**src/rtl/core/msyx_pkg.sv**
```systemverilog
`timescale 1ns / 1ps

package msyx_pkg;

   localparam int PatchSize = 256;
   localparam int CountWidth = $clog2(PatchSize + 3);
   localparam int AddrWidth = 8;

   localparam logic [7:0] RealtimeFirst = 8'hF8;
   localparam logic [7:0] SysexStart = 8'hF0;
   localparam logic [7:0] SysexEnd = 8'hF7;
   localparam logic [7:0] HeaderZero = 8'h00;
   localparam logic [7:0] HeaderNonCommercial = 8'h7E;

   localparam logic [2:0] HeaderLastPos = 3'd4;

   localparam logic [6:0] CommandRead = 7'h01;
   localparam logic [6:0] CommandWrite = 7'h02;
   localparam logic [6:0] CommandPing = 7'h0F;

   localparam logic [1:0] CsrDeviceId = 2'd0;
   localparam logic [1:0] CsrChecksumEnabled = 2'd1;
   localparam logic [1:0] CsrMergerActive = 2'd2;

   typedef enum logic [2:0] {
      ReplyAck         = 3'd0,
      ReplyBadCommand  = 3'd1,
      ReplyTooFew      = 3'd2,
      ReplyTooMany     = 3'd3,
      ReplyBadChecksum = 3'd4,
      ReplyNoStorage   = 3'd5,
      ReplySendDump    = 3'd6
   } reply_code_type;

   typedef struct packed {
      logic [6:0] device_id;
      logic       checksum_enabled;
      logic       merger_active;
   } config_type;

   typedef struct packed {
      logic                  forwarding_enabled;
      logic                  write_valid;
      logic [AddrWidth-1:0]  write_address;
      logic [6:0]            write_data;
      logic                  reply_valid;
      logic [2:0]            reply_code;
      logic                  footer_first;
      logic [6:0]            reply_bank;
      logic [6:0]            reply_patch;
      logic                  store_commit;
   } result_type;

endpackage

```
**src/rtl/core/msyx_req_if.sv**
```systemverilog
`timescale 1ns / 1ps

interface msyx_req_if;
   logic       valid;
   logic       ready;
   logic [7:0] midi_byte;
   logic       storage_available;

   modport source (output valid, output midi_byte, output storage_available, input ready);
   modport sink (input valid, input midi_byte, input storage_available, output ready);
endinterface

```
**src/rtl/core/msyx_rsp_if.sv**
```systemverilog
`timescale 1ns / 1ps

interface msyx_rsp_if;
   logic       valid;
   logic       ready;
   logic       forwarding_enabled;
   logic       write_valid;
   logic [7:0] write_address;
   logic [6:0] write_data;
   logic       reply_valid;
   logic [2:0] reply_code;
   logic       footer_first;
   logic [6:0] reply_bank;
   logic [6:0] reply_patch;
   logic       store_commit;

   modport source (
      output valid, output forwarding_enabled, output write_valid, output write_address,
      output write_data, output reply_valid, output reply_code, output footer_first,
      output reply_bank, output reply_patch, output store_commit, input ready
   );
   modport sink (
      input valid, input forwarding_enabled, input write_valid, input write_address,
      input write_data, input reply_valid, input reply_code, input footer_first,
      input reply_bank, input reply_patch, input store_commit, output ready
   );
endinterface

```
**src/rtl/core/msyx_parser.sv**
```systemverilog
`timescale 1ns / 1ps

module msyx_parser
   import msyx_pkg::*;
(
   input  logic       clock,
   input  logic       reset,
   input  logic       advance,
   input  logic [7:0] midi_byte,
   input  logic       storage_available,
   input  config_type cfg,
   output result_type result
);

   logic [2:0]            header_count_ff, header_count_in;
   logic                  in_own_message_ff, in_own_message_in;
   logic                  command_seen_ff, command_seen_in;
   logic [6:0]            command_code_ff, command_code_in;
   logic                  bank_seen_ff, bank_seen_in;
   logic                  patch_seen_ff, patch_seen_in;
   logic [6:0]            bank_number_ff, bank_number_in;
   logic [6:0]            patch_number_ff, patch_number_in;
   logic [7:0]            running_sum_ff, running_sum_in;
   logic [6:0]            received_sum_ff, received_sum_in;
   logic [CountWidth-1:0] data_count_ff, data_count_in;

   logic [7:0]            expected_byte;
   logic                  header_match;
   logic [CountWidth-1:0] expected_count;
   logic                  checksum_good;
   reply_code_type        reply_code;

   always_comb begin
      case (header_count_ff)
         3'd0: expected_byte = SysexStart;
         3'd1: expected_byte = HeaderZero;
         3'd2: expected_byte = HeaderZero;
         3'd3: expected_byte = HeaderNonCommercial;
         default: expected_byte = {1'b0, cfg.device_id};
      endcase
      header_match = (header_count_ff <= HeaderLastPos) && (midi_byte == expected_byte);
   end

   assign expected_count = CountWidth'(PatchSize) + CountWidth'(cfg.checksum_enabled);
   assign checksum_good = !cfg.checksum_enabled || (received_sum_ff == ~running_sum_ff[6:0]);

   always_comb begin
      header_count_in = header_count_ff;
      in_own_message_in = in_own_message_ff;
      command_seen_in = command_seen_ff;
      command_code_in = command_code_ff;
      bank_seen_in = bank_seen_ff;
      patch_seen_in = patch_seen_ff;
      bank_number_in = bank_number_ff;
      patch_number_in = patch_number_ff;
      running_sum_in = running_sum_ff;
      received_sum_in = received_sum_ff;
      data_count_in = data_count_ff;
      reply_code = ReplyAck;
      result = '0;

      if (midi_byte >= RealtimeFirst) begin
      end else if (!in_own_message_ff) begin
         if (!header_match) begin
            header_count_in = '0;
            command_seen_in = 1'b0;
            command_code_in = '0;
            bank_seen_in = 1'b0;
            patch_seen_in = 1'b0;
         end else begin
            header_count_in = header_count_ff + 3'd1;
            if (header_count_ff == HeaderLastPos) begin
               in_own_message_in = 1'b1;
            end
         end
      end else if (midi_byte[7]) begin
         if (midi_byte == SysexEnd && command_seen_ff) begin
            result.reply_valid = 1'b1;
            if (command_code_ff == CommandRead) begin
               if (!patch_seen_ff) begin
                  reply_code = ReplyTooFew;
               end else if (!storage_available) begin
                  reply_code = ReplyNoStorage;
               end else begin
                  reply_code = ReplySendDump;
                  result.reply_bank = bank_number_ff;
                  result.reply_patch = patch_number_ff;
               end
            end else if (command_code_ff == CommandWrite) begin
               if (data_count_ff < expected_count) begin
                  reply_code = ReplyTooFew;
               end else if (data_count_ff > expected_count) begin
                  reply_code = ReplyTooMany;
               end else if (!checksum_good) begin
                  reply_code = ReplyBadChecksum;
               end else if (!storage_available) begin
                  reply_code = ReplyNoStorage;
               end else begin
                  result.store_commit = 1'b1;
                  result.reply_bank = bank_number_ff;
                  result.reply_patch = patch_number_ff;
               end
            end
         end
         header_count_in = '0;
         in_own_message_in = 1'b0;
         command_seen_in = 1'b0;
         command_code_in = '0;
         bank_seen_in = 1'b0;
         patch_seen_in = 1'b0;
      end else if (!command_seen_ff) begin
         command_seen_in = 1'b1;
         command_code_in = midi_byte[6:0];
         if (midi_byte[6:0] == CommandWrite) begin
            running_sum_in = '0;
            received_sum_in = '0;
            data_count_in = '0;
         end else if (midi_byte[6:0] != CommandRead && midi_byte[6:0] != CommandPing) begin
            result.reply_valid = 1'b1;
            reply_code = ReplyBadCommand;
            header_count_in = '0;
            in_own_message_in = 1'b0;
            command_seen_in = 1'b0;
            command_code_in = '0;
            bank_seen_in = 1'b0;
            patch_seen_in = 1'b0;
         end
      end else if (command_code_ff == CommandRead || command_code_ff == CommandWrite) begin
         if (!bank_seen_ff) begin
            bank_number_in = midi_byte[6:0];
            bank_seen_in = 1'b1;
         end else if (!patch_seen_ff) begin
            patch_number_in = midi_byte[6:0];
            patch_seen_in = 1'b1;
         end else if (command_code_ff == CommandWrite) begin
            if (data_count_ff < CountWidth'(PatchSize)) begin
               result.write_valid = 1'b1;
               result.write_address = data_count_ff[AddrWidth-1:0];
               result.write_data = midi_byte[6:0];
               running_sum_in = running_sum_ff + {1'b0, midi_byte[6:0]};
            end else if (data_count_ff == CountWidth'(PatchSize) && cfg.checksum_enabled) begin
               received_sum_in = midi_byte[6:0];
            end
            if (data_count_ff < CountWidth'(PatchSize + 2)) begin
               data_count_in = data_count_ff + CountWidth'(1);
            end
         end
      end

      result.reply_code = result.reply_valid ? reply_code : ReplyAck;
      result.footer_first = result.reply_valid && cfg.merger_active;
      result.forwarding_enabled = !in_own_message_in;
   end

   always_ff @(posedge clock) begin
      if (reset) begin
         header_count_ff <= '0;
         in_own_message_ff <= 1'b0;
         command_seen_ff <= 1'b0;
         command_code_ff <= '0;
         bank_seen_ff <= 1'b0;
         patch_seen_ff <= 1'b0;
         bank_number_ff <= '0;
         patch_number_ff <= '0;
         running_sum_ff <= '0;
         received_sum_ff <= '0;
         data_count_ff <= '0;
      end else if (advance) begin
         header_count_ff <= header_count_in;
         in_own_message_ff <= in_own_message_in;
         command_seen_ff <= command_seen_in;
         command_code_ff <= command_code_in;
         bank_seen_ff <= bank_seen_in;
         patch_seen_ff <= patch_seen_in;
         bank_number_ff <= bank_number_in;
         patch_number_ff <= patch_number_in;
         running_sum_ff <= running_sum_in;
         received_sum_ff <= received_sum_in;
         data_count_ff <= data_count_in;
      end
   end

endmodule

```
**src/rtl/core/midi_sysex_patch_command_parser_core.sv**
```systemverilog
`timescale 1ns / 1ps
// Channel        Direction  Handshake      Contents
// req_channel    in         valid/ready    midi_byte, storage_available
// rsp_channel    out        valid/ready    one result item per input item
// csr_*          in         write enable   device_id, checksum_enabled, merger_active
//
// Each item is parsed in the cycle it is accepted and its result appears in the output
// register on the next cycle; one item per cycle is sustained while results are not stalled.
// The output register alone sets the rate: a new item is taken whenever it is empty or
// being emptied in the same cycle, so a stalled result stops the input only then.
// Reset clears the parser state, the output valid flag and restores the register defaults.

module midi_sysex_patch_command_parser_core
   import msyx_pkg::*;
(
   input  logic        clock,
   input  logic        reset,
   msyx_req_if.sink    req_channel,
   msyx_rsp_if.source  rsp_channel,
   input  logic        csr_write_enable,
   input  logic [1:0]  csr_index,
   input  logic [6:0]  csr_write_data
);

   config_type cfg_ff;
   logic       rsp_valid_ff;
   result_type rsp_ff;
   result_type result;
   logic       accept;

   assign req_channel.ready = !rsp_valid_ff || rsp_channel.ready;
   assign accept = req_channel.valid && req_channel.ready;

   msyx_parser u_parser (
      .clock             (clock),
      .reset             (reset),
      .advance           (accept),
      .midi_byte         (req_channel.midi_byte),
      .storage_available (req_channel.storage_available),
      .cfg               (cfg_ff),
      .result            (result)
   );

   always_ff @(posedge clock) begin
      if (reset) begin
         cfg_ff.device_id <= 7'h7F;
         cfg_ff.checksum_enabled <= 1'b1;
         cfg_ff.merger_active <= 1'b0;
      end else if (csr_write_enable) begin
         case (csr_index)
            CsrDeviceId: cfg_ff.device_id <= csr_write_data;
            CsrChecksumEnabled: cfg_ff.checksum_enabled <= csr_write_data[0];
            CsrMergerActive: cfg_ff.merger_active <= csr_write_data[0];
            default: begin
            end
         endcase
      end
   end

   always_ff @(posedge clock) begin
      if (reset) begin
         rsp_valid_ff <= 1'b0;
      end else if (accept) begin
         rsp_valid_ff <= 1'b1;
      end else if (rsp_channel.ready) begin
         rsp_valid_ff <= 1'b0;
      end
   end

   always_ff @(posedge clock) begin
      if (accept) begin
         rsp_ff <= result;
      end
   end

   assign rsp_channel.valid = rsp_valid_ff;
   assign rsp_channel.forwarding_enabled = rsp_ff.forwarding_enabled;
   assign rsp_channel.write_valid = rsp_ff.write_valid;
   assign rsp_channel.write_address = rsp_ff.write_address;
   assign rsp_channel.write_data = rsp_ff.write_data;
   assign rsp_channel.reply_valid = rsp_ff.reply_valid;
   assign rsp_channel.reply_code = rsp_ff.reply_code;
   assign rsp_channel.footer_first = rsp_ff.footer_first;
   assign rsp_channel.reply_bank = rsp_ff.reply_bank;
   assign rsp_channel.reply_patch = rsp_ff.reply_patch;
   assign rsp_channel.store_commit = rsp_ff.store_commit;

endmodule

```
**src/flat_wrapper.sv**
```systemverilog
// flat-port wrapper written by rule: the top's interface ports become plain ports
module midi_sysex_patch_command_parser_core_flat import msyx_pkg::*;
  (clock, reset, csr_write_enable, csr_index, csr_write_data, req_channel_valid, req_channel_midi_byte, req_channel_storage_available, req_channel_ready, rsp_channel_valid, rsp_channel_forwarding_enabled, rsp_channel_write_valid, rsp_channel_write_address, rsp_channel_write_data, rsp_channel_reply_valid, rsp_channel_reply_code, rsp_channel_footer_first, rsp_channel_reply_bank, rsp_channel_reply_patch, rsp_channel_store_commit, rsp_channel_ready);
  msyx_req_if req_channel_i ();
  msyx_rsp_if rsp_channel_i ();
  input  logic clock;
  input  logic reset;
  input  logic csr_write_enable;
  input  logic [1:0] csr_index;
  input  logic [6:0] csr_write_data;
  input wire logic [$bits(req_channel_i.valid)-1:0] req_channel_valid;
  input wire logic [$bits(req_channel_i.midi_byte)-1:0] req_channel_midi_byte;
  input wire logic [$bits(req_channel_i.storage_available)-1:0] req_channel_storage_available;
  output wire logic [$bits(req_channel_i.ready)-1:0] req_channel_ready;
  output wire logic [$bits(rsp_channel_i.valid)-1:0] rsp_channel_valid;
  output wire logic [$bits(rsp_channel_i.forwarding_enabled)-1:0] rsp_channel_forwarding_enabled;
  output wire logic [$bits(rsp_channel_i.write_valid)-1:0] rsp_channel_write_valid;
  output wire logic [$bits(rsp_channel_i.write_address)-1:0] rsp_channel_write_address;
  output wire logic [$bits(rsp_channel_i.write_data)-1:0] rsp_channel_write_data;
  output wire logic [$bits(rsp_channel_i.reply_valid)-1:0] rsp_channel_reply_valid;
  output wire logic [$bits(rsp_channel_i.reply_code)-1:0] rsp_channel_reply_code;
  output wire logic [$bits(rsp_channel_i.footer_first)-1:0] rsp_channel_footer_first;
  output wire logic [$bits(rsp_channel_i.reply_bank)-1:0] rsp_channel_reply_bank;
  output wire logic [$bits(rsp_channel_i.reply_patch)-1:0] rsp_channel_reply_patch;
  output wire logic [$bits(rsp_channel_i.store_commit)-1:0] rsp_channel_store_commit;
  input wire logic [$bits(rsp_channel_i.ready)-1:0] rsp_channel_ready;
  assign req_channel_i.valid = req_channel_valid;
  assign req_channel_i.midi_byte = req_channel_midi_byte;
  assign req_channel_i.storage_available = req_channel_storage_available;
  assign req_channel_ready = req_channel_i.ready;
  assign rsp_channel_valid = rsp_channel_i.valid;
  assign rsp_channel_forwarding_enabled = rsp_channel_i.forwarding_enabled;
  assign rsp_channel_write_valid = rsp_channel_i.write_valid;
  assign rsp_channel_write_address = rsp_channel_i.write_address;
  assign rsp_channel_write_data = rsp_channel_i.write_data;
  assign rsp_channel_reply_valid = rsp_channel_i.reply_valid;
  assign rsp_channel_reply_code = rsp_channel_i.reply_code;
  assign rsp_channel_footer_first = rsp_channel_i.footer_first;
  assign rsp_channel_reply_bank = rsp_channel_i.reply_bank;
  assign rsp_channel_reply_patch = rsp_channel_i.reply_patch;
  assign rsp_channel_store_commit = rsp_channel_i.store_commit;
  assign rsp_channel_i.ready = rsp_channel_ready;
  midi_sysex_patch_command_parser_core u_core (.clock(clock), .reset(reset), .req_channel(req_channel_i), .rsp_channel(rsp_channel_i), .csr_write_enable(csr_write_enable), .csr_index(csr_index), .csr_write_data(csr_write_data));
endmodule
```
**config.mk**
```make
export PLATFORM = sky130hd
export DESIGN_NAME = midi_sysex_patch_command_parser_core_flat
export DESIGN_NICKNAME = d
export VERILOG_FILES = /design/src/rtl/core/msyx_pkg.sv /design/src/rtl/core/msyx_req_if.sv /design/src/rtl/core/msyx_rsp_if.sv /design/src/rtl/core/msyx_parser.sv /design/src/rtl/core/midi_sysex_patch_command_parser_core.sv /design/src/flat_wrapper.sv
export SDC_FILE = /design/constraint.sdc
export NUM_CORES = 1
export LEC_CHECK = 0
export BUFFER_PORTS_ARGS = -buffer_cell sky130_fd_sc_hd__buf_2
export CAP_MARGIN = 0
export CORE_ASPECT_RATIO = 1.75
export CORE_UTILIZATION = 54
export CTS_BUF_LIST = sky130_fd_sc_hd__clkbuf_8
export DETAILED_ROUTE_END_ITERATION = 8
export GPL_TIMING_DRIVEN = 0
export PLACE_DENSITY = 0.75
export SLEW_MARGIN = 5
export SYNTH_ARGS = -nofsm -noshare
export SYNTH_HDL_FRONTEND = slang
export SYNTH_SLANG_ARGS = --single-unit
```
**constraint.sdc**
```tcl
create_clock -name clock -period 2.8 [get_ports clock]
set_clock_uncertainty 0.1 [all_clocks]
set_input_delay 0.56 -clock clock [delete_from_list [all_inputs] [get_ports clock]]
set_output_delay 0.56 -clock clock [all_outputs]
set_load 0.01 [all_outputs]
```
==> key figures <==
Timing
  • PnR worst setup slack: -0.0638 ns
  • Fmax: 349 MHz
  • Min Tclk post-route: 2.86 ns
  • Slew headroom: 14.1%
  • WHS: 0.306 ns
  • Slew @ Worst Pin: 1.29 ns
  • RSZ-0062 raised after global routing: yes
  • Final Hold Viols: 0
  • Final setup fails: 5
  • Max-slew violations: 0
  • Ratio of final minimum period to clock period: 102%

Drt
  • Total wire length: 10000 um
  • Wirelength per Cell: 15.1 um
  • Initial drt markers: 142
  • Vias: 3653
  • Drt via density: 5.50
  • DRC: 0
  • Drt first pass iters: 5
  • ANT nets after route: 0

Logic synthesis
  • Seq/Total Area, Yosys: 50.1%
  • Cell variety after synth: 56
  • Ys async rst share: 0%
  • Synthesized area per cell: 9.91 um2
  • #FFs+latches synth: 98
  • Synthesized instance count: 470
  • Post-Syn Nets: 508
  • Syn. warnings: 0
  • Post-synth EDFFs: 37
  • Ys flop type: dfxtp_1
  • Netlist Area Pre-Place: 4660 um2

Global route
  • First-pass GRT wire length: 16400 um
  • Initial antenna violation count: 0
  • GRT Total Usage: 23.8%
  • Grt ovf: 0
  • Largest net degree at the start of global routing: 38
  • Vias in the first global route: 3541

Placement
  • Gpl congestion: 0.886
  • Port bufs: 60
  • HPWL after detailed placement: 7380 um
  • Post-placement cell area: 5110 um2

Power
  • Power Density: 462 nW/um2
  • P_leak: 2.22 nW
  • Max rail drop VDD: 0.357 mV

Worst setup path
  • Family with the most delay on the worst path: simple AND/OR/NAND/NOR gates
  • Buf/Inv on CP: 2
  • Setup crit end kind: flip-flop
  • Critical-path top delay cell: or4_4
  • Critical Path RT: 2.93 ns
  • Crit Path Class: flip-flop to flip-flop
  • Nature of the critical path startpoint: flip-flop
  • CP Data Arrival Time: 2.99 ns
  • CP peak stage delay: 0.56 ns
  • Ordered cell list for the critical path: or4_4 -> o41ai_4 -> or4b_4 -> buf_4 -> a21oi_4 -> buf_6 -> nand2_1 -> xor2_1 -> nor2_1
  • Worst Path Max Fanout: 6

Clock tree
  • Num CTS Buffers: 9
  • Max Root-Sink Buffers: 2
  • CTS tree: built
  • # clock sinks: 98
  • Clock-pin slew on the worst setup and hold paths: 0.09 ns
  • CTS H-tree lvls: 3
  • Root buf cell: clkbuf_8
  • Worst-Skew Late Latency: 0.37 ns

Die
  • Io pins: 62
  • Die W: 72.2 um
  • Die footprint: 9010 um2
  • Vert. Die Dim: 125 um
  • Initial Utilization: 56.0%
  • Core area: 8310 um2
  • Row cnt: 44

Cells and area
  • Core Util, Final: 65.5%
  • Area delta synth->final: 17.0%
  • Fillcell total: 683
  • Final nets: 583
  • Layout cell share with drive strength beyond 1: 21.3%
  • Post-route cell area: 5450 um2
  • Most common cell after layout, fill and taps aside: buf_2
  • Antenna diode count: 0
  • Most frequent cells in the layout: buf_2 (60), dfxtp_1 (58), nor2_1 (43)

Run status
  • Outcome: finished, violations left
  • Failing checks: negative setup slack

Flow run
  • Maxcap violations: 0

Worst hold path
  • Hold Path Class: input pin to flip-flop
==> tightest hold or removal path, delay by kind of cell <==
family	cells	cell delay, ns
buf+inv	1	0.07
simple gates	1	0.06
mux	1	0.05
==> metrics by stage <==
step	worst slack [ns]	setup TNS, ns	instances	power, mW
6_report	-0.0638	-0.148	664	2.52
5_1_grt	-0.102	-0.836	664	2.61
4_1_cts	0.0141	0	658	2.52
3_5_place_dp	-0.603	-21.66	645	1.73
3_3_place_gp	-0.536	-21.16	645	1.73
2_1_floorplan	0.00203	0	470	1.65
==> power breakdown <==
part	total, mW	internal [mW]	switching [mW]
combinational	0.186	0.0647	0.121
clock	0.810	0.339	0.470
sequential	1.52	1.51	0.0130
==> synth_stat cells (3+ instances only) <==
master,number,area [um2]
nand4_1,9,56.3
nand2_1,35,131
nor2_1,44,165
o31ai_1,4,30.0
nor3_1,5,25.0
o21a_1,3,22.5
and3_1,7,43.8
or3_1,7,43.8
xor2_1,13,114
nor2b_1,8,50.1
clkbuf_1,20,75.1
ha_1,14,175
o21ai_0,7,35.0
a21o_1,3,22.5
nand3_1,23,115
inv_1,11,41.3
o41ai_1,3,26.3
a21oi_1,30,150
and2_1,31,194
edfxtp_1,37,1110
buf_1,3,11.3
mux2i_1,24,240
a211o_1,3,26.3
or2_2,3,18.8
nor4_1,5,31.3
a211oi_1,3,22.5
xnor2_1,9,78.8
nand2b_1,13,81.3
dfxtp_1,61,1220
==> final cells by class <==
| type | instances | area [um2] | area share, % |
|---|---|---|---|
| Sequential cell | 98 | 2340 | 42.9 |
| Multi-Input combinational cell | 336 | 2290 | 42.0 |
| Timing Repair Buffer | 69 | 375 | 6.89 |
| Tap cell | 115 | 144 | 2.64 |
| Clock buffer | 10 | 138 | 2.53 |
| Buffer | 20 | 93.8 | 1.72 |
| Inverter | 11 | 41.3 | 0.758 |
| Clock inverter | 5 | 31.3 | 0.574 |
==> metal layers <==
| metal | vias up | GRT usage [%] | share of wire (%) | routed length, um |
|---|---|---|---|---|
| li1 | 1806 | - | - | - |
| met1 | 1735 | 26.5 | 38 | 3840 |
| met2 | 99 | 42.7 | 55 | 5530 |
| met3 | 13 | 4.85 | 4.5 | 446 |
| met4 | 0 | 9.46 | 1.8 | 182 |
| met5 | - | 0 | 0 | 0 |
==> final timing paths <==
check,depth (start not counted),end,slack (ns),startpoint
max,9,u_core.u_parser.data_count_ff[2],-0.06,u_core.u_parser.command_code_ff[5]
min,3,u_core.cfg_ff[5],0.31,csr_write_data[3]
max reg2reg,9,u_core.u_parser.data_count_ff[2],-0.06,u_core.u_parser.command_code_ff[5]
min reg2reg,1,u_core.u_parser.command_code_ff[3],0.37,u_core.u_parser.command_code_ff[3]
==> cells by family (layout without fill, tap and decap cells) <==
kind of cell             count (synthesis)  count (layout)  share of synthesized area [%]
AND/OR/NAND/NOR                        203             203                           23.1
flip-flops                              98              98                           50.1
AO/OA/AOI/OAI                           71              71                           10.0
buffers and inverters                   36             115                           3.09
multiplexers                            25              25                           5.40
XOR/XNOR                                22              22                           4.14
adder cells (fa/ha/maj)                 15              15                           4.19
==> repair_timing <==
item / 4_1_cts / 5_1_grt
gates cloned: 0 / 1
gates resized for setup: 10 / 28
hold buffers: 0 / 0
buffers inserted: 1 / 7
endpoints found under the setup margin: 31 / 60
pin swaps: 1 / 11
(Power assumes the default switching activity.)
